File: config.mk
export PLATFORM = sky130hd
export DESIGN_NAME = headphone_auto_mute_controller_core
export DESIGN_NICKNAME = d
export VERILOG_FILES = /design/src/design/hamc_pkg.sv /design/src/design/headphone_auto_mute_controller_core.sv
export VERILOG_INCLUDE_DIRS = /design/src /design/src/design
export SDC_FILE = /design/constraint.sdc
export NUM_CORES = 1
export LEC_CHECK = 0
export ABC_AREA = 1
export BUFFER_PORTS_ARGS = -buffer_cell sky130_fd_sc_hd__buf_4
export CAP_MARGIN = 20
export CORE_UTILIZATION = 46
export DETAILED_ROUTE_END_ITERATION = 12
export PLACE_DENSITY = 0.77
export SLEW_MARGIN = 10
export SYNTH_ARGS = -nofsm -noshare
export SYNTH_HDL_FRONTEND = slang
export SYNTH_SLANG_ARGS = --single-unit
File: constraint.sdc
create_clock -name aclk -period 2.2 [get_ports aclk]
set_clock_uncertainty 0.1 [all_clocks]
set_input_delay 0.22 -clock aclk [delete_from_list [all_inputs] [get_ports aclk]]
set_output_delay 0.22 -clock aclk [all_outputs]
set_load 0.01 [all_outputs]
File: src/design/assert_macros.svh
// Assertion helpers included by the controller core.
// Every check is clocked on aclk and held off while aresetn is low.
`ifndef ASSERT_MACROS_SVH
`define ASSERT_MACROS_SVH

// Clocked property check with a message.
`define ASSERT_CLK(lbl, prop, msg) \
    lbl: assert property (@(posedge aclk) disable iff (!aresetn) (prop)) else $error(msg);

// Same-cycle implication check.
`define ASSERT_IMPLY(lbl, ante, cons, msg) \
    lbl: assert property (@(posedge aclk) disable iff (!aresetn) (ante) |-> (cons)) \
        else $error(msg);

`endif

File: src/design/hamc_pkg.sv
`timescale 1ns / 1ps
`default_nettype none
// ----------------------------------------------------------------------------
// hamc_pkg: shared types and constants for the headphone auto-mute controller
// Register map, startup modes and button width.
// ----------------------------------------------------------------------------
package hamc_pkg;

    localparam int BUTTON_BITS = 32;
    localparam int BTN_W       = 32;
    localparam int ADDR_W      = 5;
    localparam int DATA_W      = 32;

    localparam logic [BTN_W-1:0] BUTTON_MASK =
        (BUTTON_BITS >= BTN_W) ? {BTN_W{1'b1}}
                               : BTN_W'((64'd1 << BUTTON_BITS) - 64'd1);

    typedef enum logic [1:0] {
        MODE_OFF    = 2'd0,
        MODE_ON     = 2'd1,
        MODE_DETECT = 2'd2
    } startup_mode_t;

    typedef enum logic [2:0] {
        REG_STARTUP_MODE   = 3'd0,
        REG_TOGGLE_MASK    = 3'd1,
        REG_NOTIFY_ENABLE  = 3'd2,
        REG_AUTO_PLUGGED   = 3'd3,
        REG_RESUME_WATCH   = 3'd4,
        REG_RESUME_DISABLE = 3'd5
    } reg_index_t;

    // Resume status: bit 0 resuming, bit 1 resume complete.
    typedef struct packed {
        logic done;
        logic resuming;
    } power_status_t;

endpackage : hamc_pkg
`default_nettype wire

File: src/design/headphone_auto_mute_controller_core.sv
// A transfer accepted on s_* passes the input register, then the result register, to m_*.
// Throughput: one tick item per cycle through both registers unless m_ready stalls.
// The controller state updates in the same cycle the item moves into the result register.
// Reset (synchronous, aresetn low): pipeline empty, state cleared, startup_mode 2, others 0.
`timescale 1ns / 1ps
`default_nettype none
`include "assert_macros.svh"
// ----------------------------------------------------------------------------
// headphone_auto_mute_controller_core
// Per-tick headphone plug tracking, chord toggle, resume handling and
// speaker auto-mute, behind an input register and a result register.
// ----------------------------------------------------------------------------
module headphone_auto_mute_controller_core (
    input  wire logic                       aclk,
    input  wire logic                       aresetn,
    // configuration
    input  wire logic                       psel,
    input  wire logic                       penable,
    input  wire logic                       pwrite,
    input  wire logic [hamc_pkg::ADDR_W-1:0] paddr,
    input  wire logic [hamc_pkg::DATA_W-1:0] pwdata,
    output logic      [hamc_pkg::DATA_W-1:0] prdata,
    output logic                            pready,
    // tick input
    input  wire logic                       s_valid,
    output logic                            s_ready,
    input  wire logic [hamc_pkg::BTN_W-1:0] s_buttons,
    input  wire logic                       s_headphone_present,
    input  wire logic                       s_current_muted,
    input  wire logic                       s_power_event_valid,
    input  wire logic                       s_power_resuming,
    input  wire logic                       s_power_resume_done,
    // result
    output logic                            m_valid,
    input  wire logic                       m_ready,
    output logic                            m_mute_write,
    output logic                            m_mute_value,
    output logic                            m_is_active,
    output logic                            m_notify_enabled,
    output logic                            m_notify_disabled,
    output logic                            m_notify_muted,
    output logic                            m_notify_clear,
    output logic                            m_settle_delay
);
    import hamc_pkg::*;

    // configuration registers
    logic [1:0]       startup_mode_reg;
    logic [BTN_W-1:0] toggle_mask_reg;
    logic             notify_enable_reg;
    logic             auto_plugged_reg;
    logic             resume_watch_reg;
    logic             resume_disable_reg;

    // controller state
    logic          started_reg,  started_next;
    logic          active_reg,   active_next;
    logic          wait_rel_reg, wait_rel_next;
    logic          phones_reg,   phones_next;
    logic          muted_by_reg, muted_by_next;
    power_status_t held_reg,     held_next;

    // input register
    logic             in_valid_reg;
    logic [BTN_W-1:0] in_buttons_reg;
    logic             in_present_reg;
    logic             in_cur_muted_reg;
    logic             in_ev_valid_reg;
    logic             in_resuming_reg;
    logic             in_done_reg;

    // result register
    logic m_valid_reg;
    logic m_mute_write_reg,  m_mute_write_next;
    logic m_mute_value_reg,  m_mute_value_next;
    logic m_is_active_reg;
    logic m_n_en_reg,        m_n_en_next;
    logic m_n_dis_reg,       m_n_dis_next;
    logic m_n_mut_reg,       m_n_mut_next;
    logic m_n_clr_reg,       m_n_clr_next;
    logic m_settle_reg,      m_settle_next;

    logic       advance;
    logic       cfg_write;
    reg_index_t cfg_index;

    assign pready    = 1'b1;
    assign cfg_write = psel && penable && pwrite;
    assign cfg_index = reg_index_t'(paddr[ADDR_W-1:2]);

    assign advance = in_valid_reg && (!m_valid_reg || m_ready);
    assign s_ready = !in_valid_reg || advance;

    // ------------------------------------------------------------------
    // configuration port
    // ------------------------------------------------------------------
    always_ff @(posedge aclk) begin
        if (!aresetn) begin
            startup_mode_reg   <= MODE_DETECT;
            toggle_mask_reg    <= '0;
            notify_enable_reg  <= 1'b0;
            auto_plugged_reg   <= 1'b0;
            resume_watch_reg   <= 1'b0;
            resume_disable_reg <= 1'b0;
        end else if (cfg_write) begin
            unique case (cfg_index)
                REG_STARTUP_MODE:   startup_mode_reg   <= pwdata[1:0];
                REG_TOGGLE_MASK:    toggle_mask_reg    <= pwdata[BTN_W-1:0];
                REG_NOTIFY_ENABLE:  notify_enable_reg  <= pwdata[0];
                REG_AUTO_PLUGGED:   auto_plugged_reg   <= pwdata[0];
                REG_RESUME_WATCH:   resume_watch_reg   <= pwdata[0];
                REG_RESUME_DISABLE: resume_disable_reg <= pwdata[0];
                default: ;
            endcase
        end
    end

    always_comb begin
        prdata = '0;
        unique case (cfg_index)
            REG_STARTUP_MODE:   prdata[1:0]       = startup_mode_reg;
            REG_TOGGLE_MASK:    prdata[BTN_W-1:0] = toggle_mask_reg;
            REG_NOTIFY_ENABLE:  prdata[0]         = notify_enable_reg;
            REG_AUTO_PLUGGED:   prdata[0]         = auto_plugged_reg;
            REG_RESUME_WATCH:   prdata[0]         = resume_watch_reg;
            REG_RESUME_DISABLE: prdata[0]         = resume_disable_reg;
            default: ;
        endcase
    end

    // ------------------------------------------------------------------
    // input register
    // ------------------------------------------------------------------
    always_ff @(posedge aclk) begin
        if (!aresetn) begin
            in_valid_reg <= 1'b0;
        end else if (s_ready) begin
            in_valid_reg <= s_valid;
        end
    end

    always_ff @(posedge aclk) begin
        if (s_valid && s_ready) begin
            in_buttons_reg   <= s_buttons;
            in_present_reg   <= s_headphone_present;
            in_cur_muted_reg <= s_current_muted;
            in_ev_valid_reg  <= s_power_event_valid;
            in_resuming_reg  <= s_power_resuming;
            in_done_reg      <= s_power_resume_done;
        end
    end

    // ------------------------------------------------------------------
    // tick evaluation
    // ------------------------------------------------------------------
    always_comb begin
        logic [BTN_W-1:0] btn;
        logic [BTN_W-1:0] tmask;
        logic             present;
        logic             plug_in;
        logic             plug_out;
        logic             skip;

        btn      = in_buttons_reg & BUTTON_MASK;
        tmask    = toggle_mask_reg & BUTTON_MASK;
        present  = in_present_reg;
        plug_in  = 1'b0;
        plug_out = 1'b0;
        skip     = 1'b0;

        started_next      = started_reg;
        active_next       = active_reg;
        wait_rel_next     = wait_rel_reg;
        phones_next       = phones_reg;
        muted_by_next     = muted_by_reg;
        held_next         = held_reg;
        m_mute_write_next = 1'b0;
        m_mute_value_next = 1'b0;
        m_n_en_next       = 1'b0;
        m_n_dis_next      = 1'b0;
        m_n_mut_next      = 1'b0;
        m_n_clr_next      = 1'b0;
        m_settle_next     = 1'b0;

        // latch a fresh power status
        if (resume_watch_reg && in_ev_valid_reg) begin
            held_next.resuming = in_resuming_reg;
            held_next.done     = in_done_reg;
        end

        // startup mode on the first tick
        if (!started_reg) begin
            started_next = 1'b1;
            case (startup_mode_reg)
                MODE_DETECT: begin
                    if (present) begin
                        active_next = 1'b1;
                        phones_next = 1'b1;
                        m_n_en_next = 1'b1;
                    end
                end
                MODE_ON: begin
                    active_next = 1'b1;
                    phones_next = present;
                    m_n_en_next = 1'b1;
                end
                default: ;
            endcase
        end

        // plug edges
        plug_in     = present && !phones_next;
        plug_out    = !present && phones_next;
        phones_next = present;

        if (held_next.done || held_next.resuming) begin
            if (held_next.done) begin
                held_next = '0;
                if (!active_next && present) begin
                    active_next = 1'b1;
                    m_n_en_next = 1'b1;
                end else if (resume_disable_reg && active_next && !present) begin
                    active_next  = 1'b0;
                    m_n_dis_next = 1'b1;
                    plug_out     = 1'b1;
                end
            end else begin
                skip = 1'b1;
            end
        end else if ((btn & tmask) == tmask) begin
            if (!wait_rel_reg) begin
                wait_rel_next = 1'b1;
                if (!active_next) begin
                    active_next = 1'b1;
                    m_n_en_next = 1'b1;
                end else begin
                    active_next  = 1'b0;
                    m_n_dis_next = 1'b1;
                    if (!present) begin
                        plug_out = 1'b1;
                    end
                end
            end
        end else begin
            wait_rel_next = 1'b0;
        end

        if (!skip) begin
            if (active_next) begin
                if (!present) begin
                    if (!in_cur_muted_reg) begin
                        m_mute_write_next = 1'b1;
                        m_mute_value_next = 1'b1;
                        muted_by_next     = 1'b1;
                    end
                    m_n_mut_next = notify_enable_reg;
                end else if (plug_in) begin
                    m_settle_next = 1'b1;
                    // restore only what this block muted
                    if (muted_by_next) begin
                        m_mute_write_next = 1'b1;
                    end
                    muted_by_next = 1'b0;
                    m_n_clr_next  = notify_enable_reg;
                end
            end else begin
                if (present) begin
                    if (auto_plugged_reg) begin
                        active_next = 1'b1;
                        m_n_en_next = 1'b1;
                    end
                end else if (plug_out) begin
                    if (muted_by_next) begin
                        m_mute_write_next = 1'b1;
                    end
                    muted_by_next = 1'b0;
                end
            end
        end
    end

    // ------------------------------------------------------------------
    // state and result registers
    // ------------------------------------------------------------------
    always_ff @(posedge aclk) begin
        if (!aresetn) begin
            started_reg  <= 1'b0;
            active_reg   <= 1'b0;
            wait_rel_reg <= 1'b0;
            phones_reg   <= 1'b0;
            muted_by_reg <= 1'b0;
            held_reg     <= '0;
        end else if (advance) begin
            started_reg  <= started_next;
            active_reg   <= active_next;
            wait_rel_reg <= wait_rel_next;
            phones_reg   <= phones_next;
            muted_by_reg <= muted_by_next;
            held_reg     <= held_next;
        end
    end

    always_ff @(posedge aclk) begin
        if (!aresetn) begin
            m_valid_reg <= 1'b0;
        end else if (advance) begin
            m_valid_reg <= 1'b1;
        end else if (m_ready) begin
            m_valid_reg <= 1'b0;
        end
    end

    always_ff @(posedge aclk) begin
        if (advance) begin
            m_mute_write_reg <= m_mute_write_next;
            m_mute_value_reg <= m_mute_value_next;
            m_is_active_reg  <= active_next;
            m_n_en_reg       <= m_n_en_next;
            m_n_dis_reg      <= m_n_dis_next;
            m_n_mut_reg      <= m_n_mut_next;
            m_n_clr_reg      <= m_n_clr_next;
            m_settle_reg     <= m_settle_next;
        end
    end

    assign m_valid           = m_valid_reg;
    assign m_mute_write      = m_mute_write_reg;
    assign m_mute_value      = m_mute_value_reg;
    assign m_is_active       = m_is_active_reg;
    assign m_notify_enabled  = m_n_en_reg;
    assign m_notify_disabled = m_n_dis_reg;
    assign m_notify_muted    = m_n_mut_reg;
    assign m_notify_clear    = m_n_clr_reg;
    assign m_settle_delay    = m_settle_reg;

    // ------------------------------------------------------------------
    // assertions
    // ------------------------------------------------------------------
    `ASSERT_IMPLY(a_settle_unmutes, m_valid_reg && m_settle_reg,
        m_is_active_reg && !m_mute_value_reg, "settle delay without active unmute path")
    `ASSERT_IMPLY(a_muted_note_active, m_valid_reg && m_n_mut_reg,
        m_is_active_reg && notify_enable_reg, "muted notification while inactive")
    `ASSERT_IMPLY(a_stall_only_when_full, !s_ready,
        in_valid_reg && m_valid_reg && !m_ready, "input stalled with room downstream")
    `ASSERT_CLK(a_started_sticks, started_reg |=> started_reg, "started flag dropped")
    `ASSERT_IMPLY(a_value_needs_write, m_valid_reg && m_mute_value_reg,
        m_mute_write_reg, "mute value set without a write")

endmodule : headphone_auto_mute_controller_core
`default_nettype wire

==> results.md <==
- Status: complete, no violations
- Tightest Pin Transition: 0.507 ns
- Placed insts: 677
- CTS Buf Count: 9
- Pwr Total: 3.67 mW
- Layout Nets: 707
- First-pass DRT Iterations: 4
- CP cell instances: inv_2 -> ha_4 -> buf_6 -> nand3b_4 -> nand2_4 -> ha_4 -> nand3_4 -> nand3_4 -> nand2_4 -> nor2_2 -> inv_1 -> a31oi_1
- Yosys reg bits: 92
- Worst setup SP type: flop
- Design area: 0.00573 mm2
- Clock root cell: clkbuf_8
- Hold Vio Cnt, Final: 0
- Vias in the first global route: 3494
- Syn_nets: 545
- Hpwl dp: 6710 um
- Most frequent cells in the layout: buf_4 (126), inv_1 (81), nand2_1 (60)
- Layout cells sized above 1: 0.285
- Crit. End Element: flop
- Sequential-to-total area share from yosys stat: 0.573
- Setup CP Type: flop to flop
- IO buf count: 120
- Final ANT Viol Nets: 0
- Worst IR Drop VDD: 327 uV
- Final global-route overflow total: 0
- Synth warn: 0
- Level count of the clock H-tree: 3
- Via/cell ratio: 4.89
- Synthesized area per cell: 8.67 um2
- Slowest-stage cell, CP: dfxtp_2
- Final core utilization: 0.690
- Pin count of the biggest net entering global routing: 50
- N_diodes: 0
- Reg clk slew, reported paths: 0.09 ns
- Clock latency on the worst-skew pair: 0.35 ns
- Boundary pin count: between 100 and 150
- Initial antenna violation count: 0
- Post-synth EDFFs: 45
- FFs w/ async S/R, synth: 0
- Main synth FF type: dfxtp_1
- P per Cell Area: 640 mW/mm2
- Final WL: slightly below 10000 um
- Core footprint: 0.00830 mm2
- Routed WL per cell: 13.4 um
- GP Congestion: ~0.89
- Placed cell areas: 0.00502 mm2
- Slew Limit Fails: 0
- Setup TNS: 0 ns
- Initial Utilization: 0.482
- Rows: 33
- Vias post-DR: 3588
- Crit path required time: 2.31 ns
- Slew margin rel.: 0.662
- CP max FO: 6
- Initial drt markers: 143
- Final Setup Violations: 0
- Chip width: 95.2 um
- Crit path DAT: around 2.3 ns
- Fin crit period: 2.14 ns
- Cell Area, Synth: 0.00400 mm2
- Max Clock Freq: 0.467 GHz
- First-pass GRT wire length: 15700 um
- GRT Overall Usage: 0.227
- Drt drc: 0
- Max-cap viol count: 0
- Die height: 95.2 um
- Syn Inst Count: approximately 460
- Die area: a little over 0.009 mm2
- P_leak: 2.52 nW
- Post-Layout Cell Count: 733
- CTS tree: yes
- CTS sink cnt: 92
- Tcrit/Tclk final: 0.973
- Synth cell types: 37
- Clk buf depth: 2
- CP max stage delay: between 0.3 and 0.4 ns
- Area Growth Syn to Fin: 43.3%
- Hold Crit Class: input port to flop
- Most common cell after layout, fill and taps aside: buf_4
- Unrepaired setup endpoints after global routing: yes
synth_stat cells, types with 2 or more instances:
library cell	instances	area (um2)
nor3_1	7	35.0
nand2_2	5	31.3
nand2_1	62	233
nor4_1	6	37.5
inv_2	6	22.5
clkbuf_1	12	45.0
o21ai_1	3	15.0
inv_1	82	308
a21oi_1	43	215
edfxtp_1	45	1350
o21ai_0	48	240
dfxtp_1	47	941
nand3_1	11	55.1
nand2_4	2	22.5
nor2_1	58	218
ha_1	3	37.5
stage by stage:
| step | hold slack, ns | worst slack (ns) |
|---|---|---|
| after floorplan | 0.219 | 0.109 |
| after global placement | 0.299 | 0.0445 |
| after detailed placement | 0.299 | -0.0394 |
| after CTS | 0.0259 | 0.0548 |
| after global routing | 0.0349 | -0.0230 |
| final | 0.0389 | 0.0602 |
critical path, delay by kind of cell, from the launching register on:
kind            cells  cell delay [ns]
flops               1             0.36
buf+inv             3             0.21
fa+ha+maj           2             0.55
simple gates        6             0.59
compound gates      1             0.16
worst paths after layout:
kind | slack, ns | depth (start not counted) | endpoint | from
max | 0.06 | 12 | m_mute_write | startup_mode_reg[0]
min | 0.04 | 3 | in_valid_reg | s_valid
max reg2reg | 0.06 | 12 | m_mute_write | startup_mode_reg[0]
min reg2reg | 0.36 | 2 | held_reg[1] | held_reg[1]
power breakdown:
| part | leakage [nW] | internal (mW) | switching [mW] |
|---|---|---|---|
| logic | 1.59 | 0.247 | 0.259 |
| clock network | 0.110 | 0.648 | 0.611 |
| registers | 0.818 | 1.87 | 0.0270 |
| total | 2.52 | 2.77 | 0.897 |
routing by layer:
metal,routed length [um],global-route usage,part of all wire,vias to the layer above
met5,0,0,0,-
met3,596,0.0550,0.061,15
met4,180,0.0758,0.018,0
met2,5020,0.410,0.51,128
li1,-,-,-,1811
met1,4020,0.261,0.41,1634
kinds of logic after synthesis:
group                      share of synthesized area
adders and majority gates                    0.00939
DFF                                            0.573
other                                       0.000938
AOI/OAI and AO/OA                              0.143
and+or+nand+nor                                0.171
buffers and inverters                          0.102
cell type report:
cell class                      instances  area [um2]
Fill cell                             618        2570
Sequential cell                        92        2290
Multi-Input combinational cell        264        1380
Timing Repair Buffer                  166        1360
Inverter                               90         343
Tap cell                              105         131
Clock buffer                            9         124
Clock inverter                          7        98.8
timing repair:
| action | CTS | global route |
|---|---|---|
| gates resized for setup | 5 | 15 |
| pin swaps | 2 | 7 |
| hold buffers | 38 | 0 |
| setup endpoints to repair | 5 | 8 |
| setup buffers | 0 | 2 |
| endpoints found under the hold margin | 38 | 0 |
Note: power is estimated with default switching activity, not from simulation.
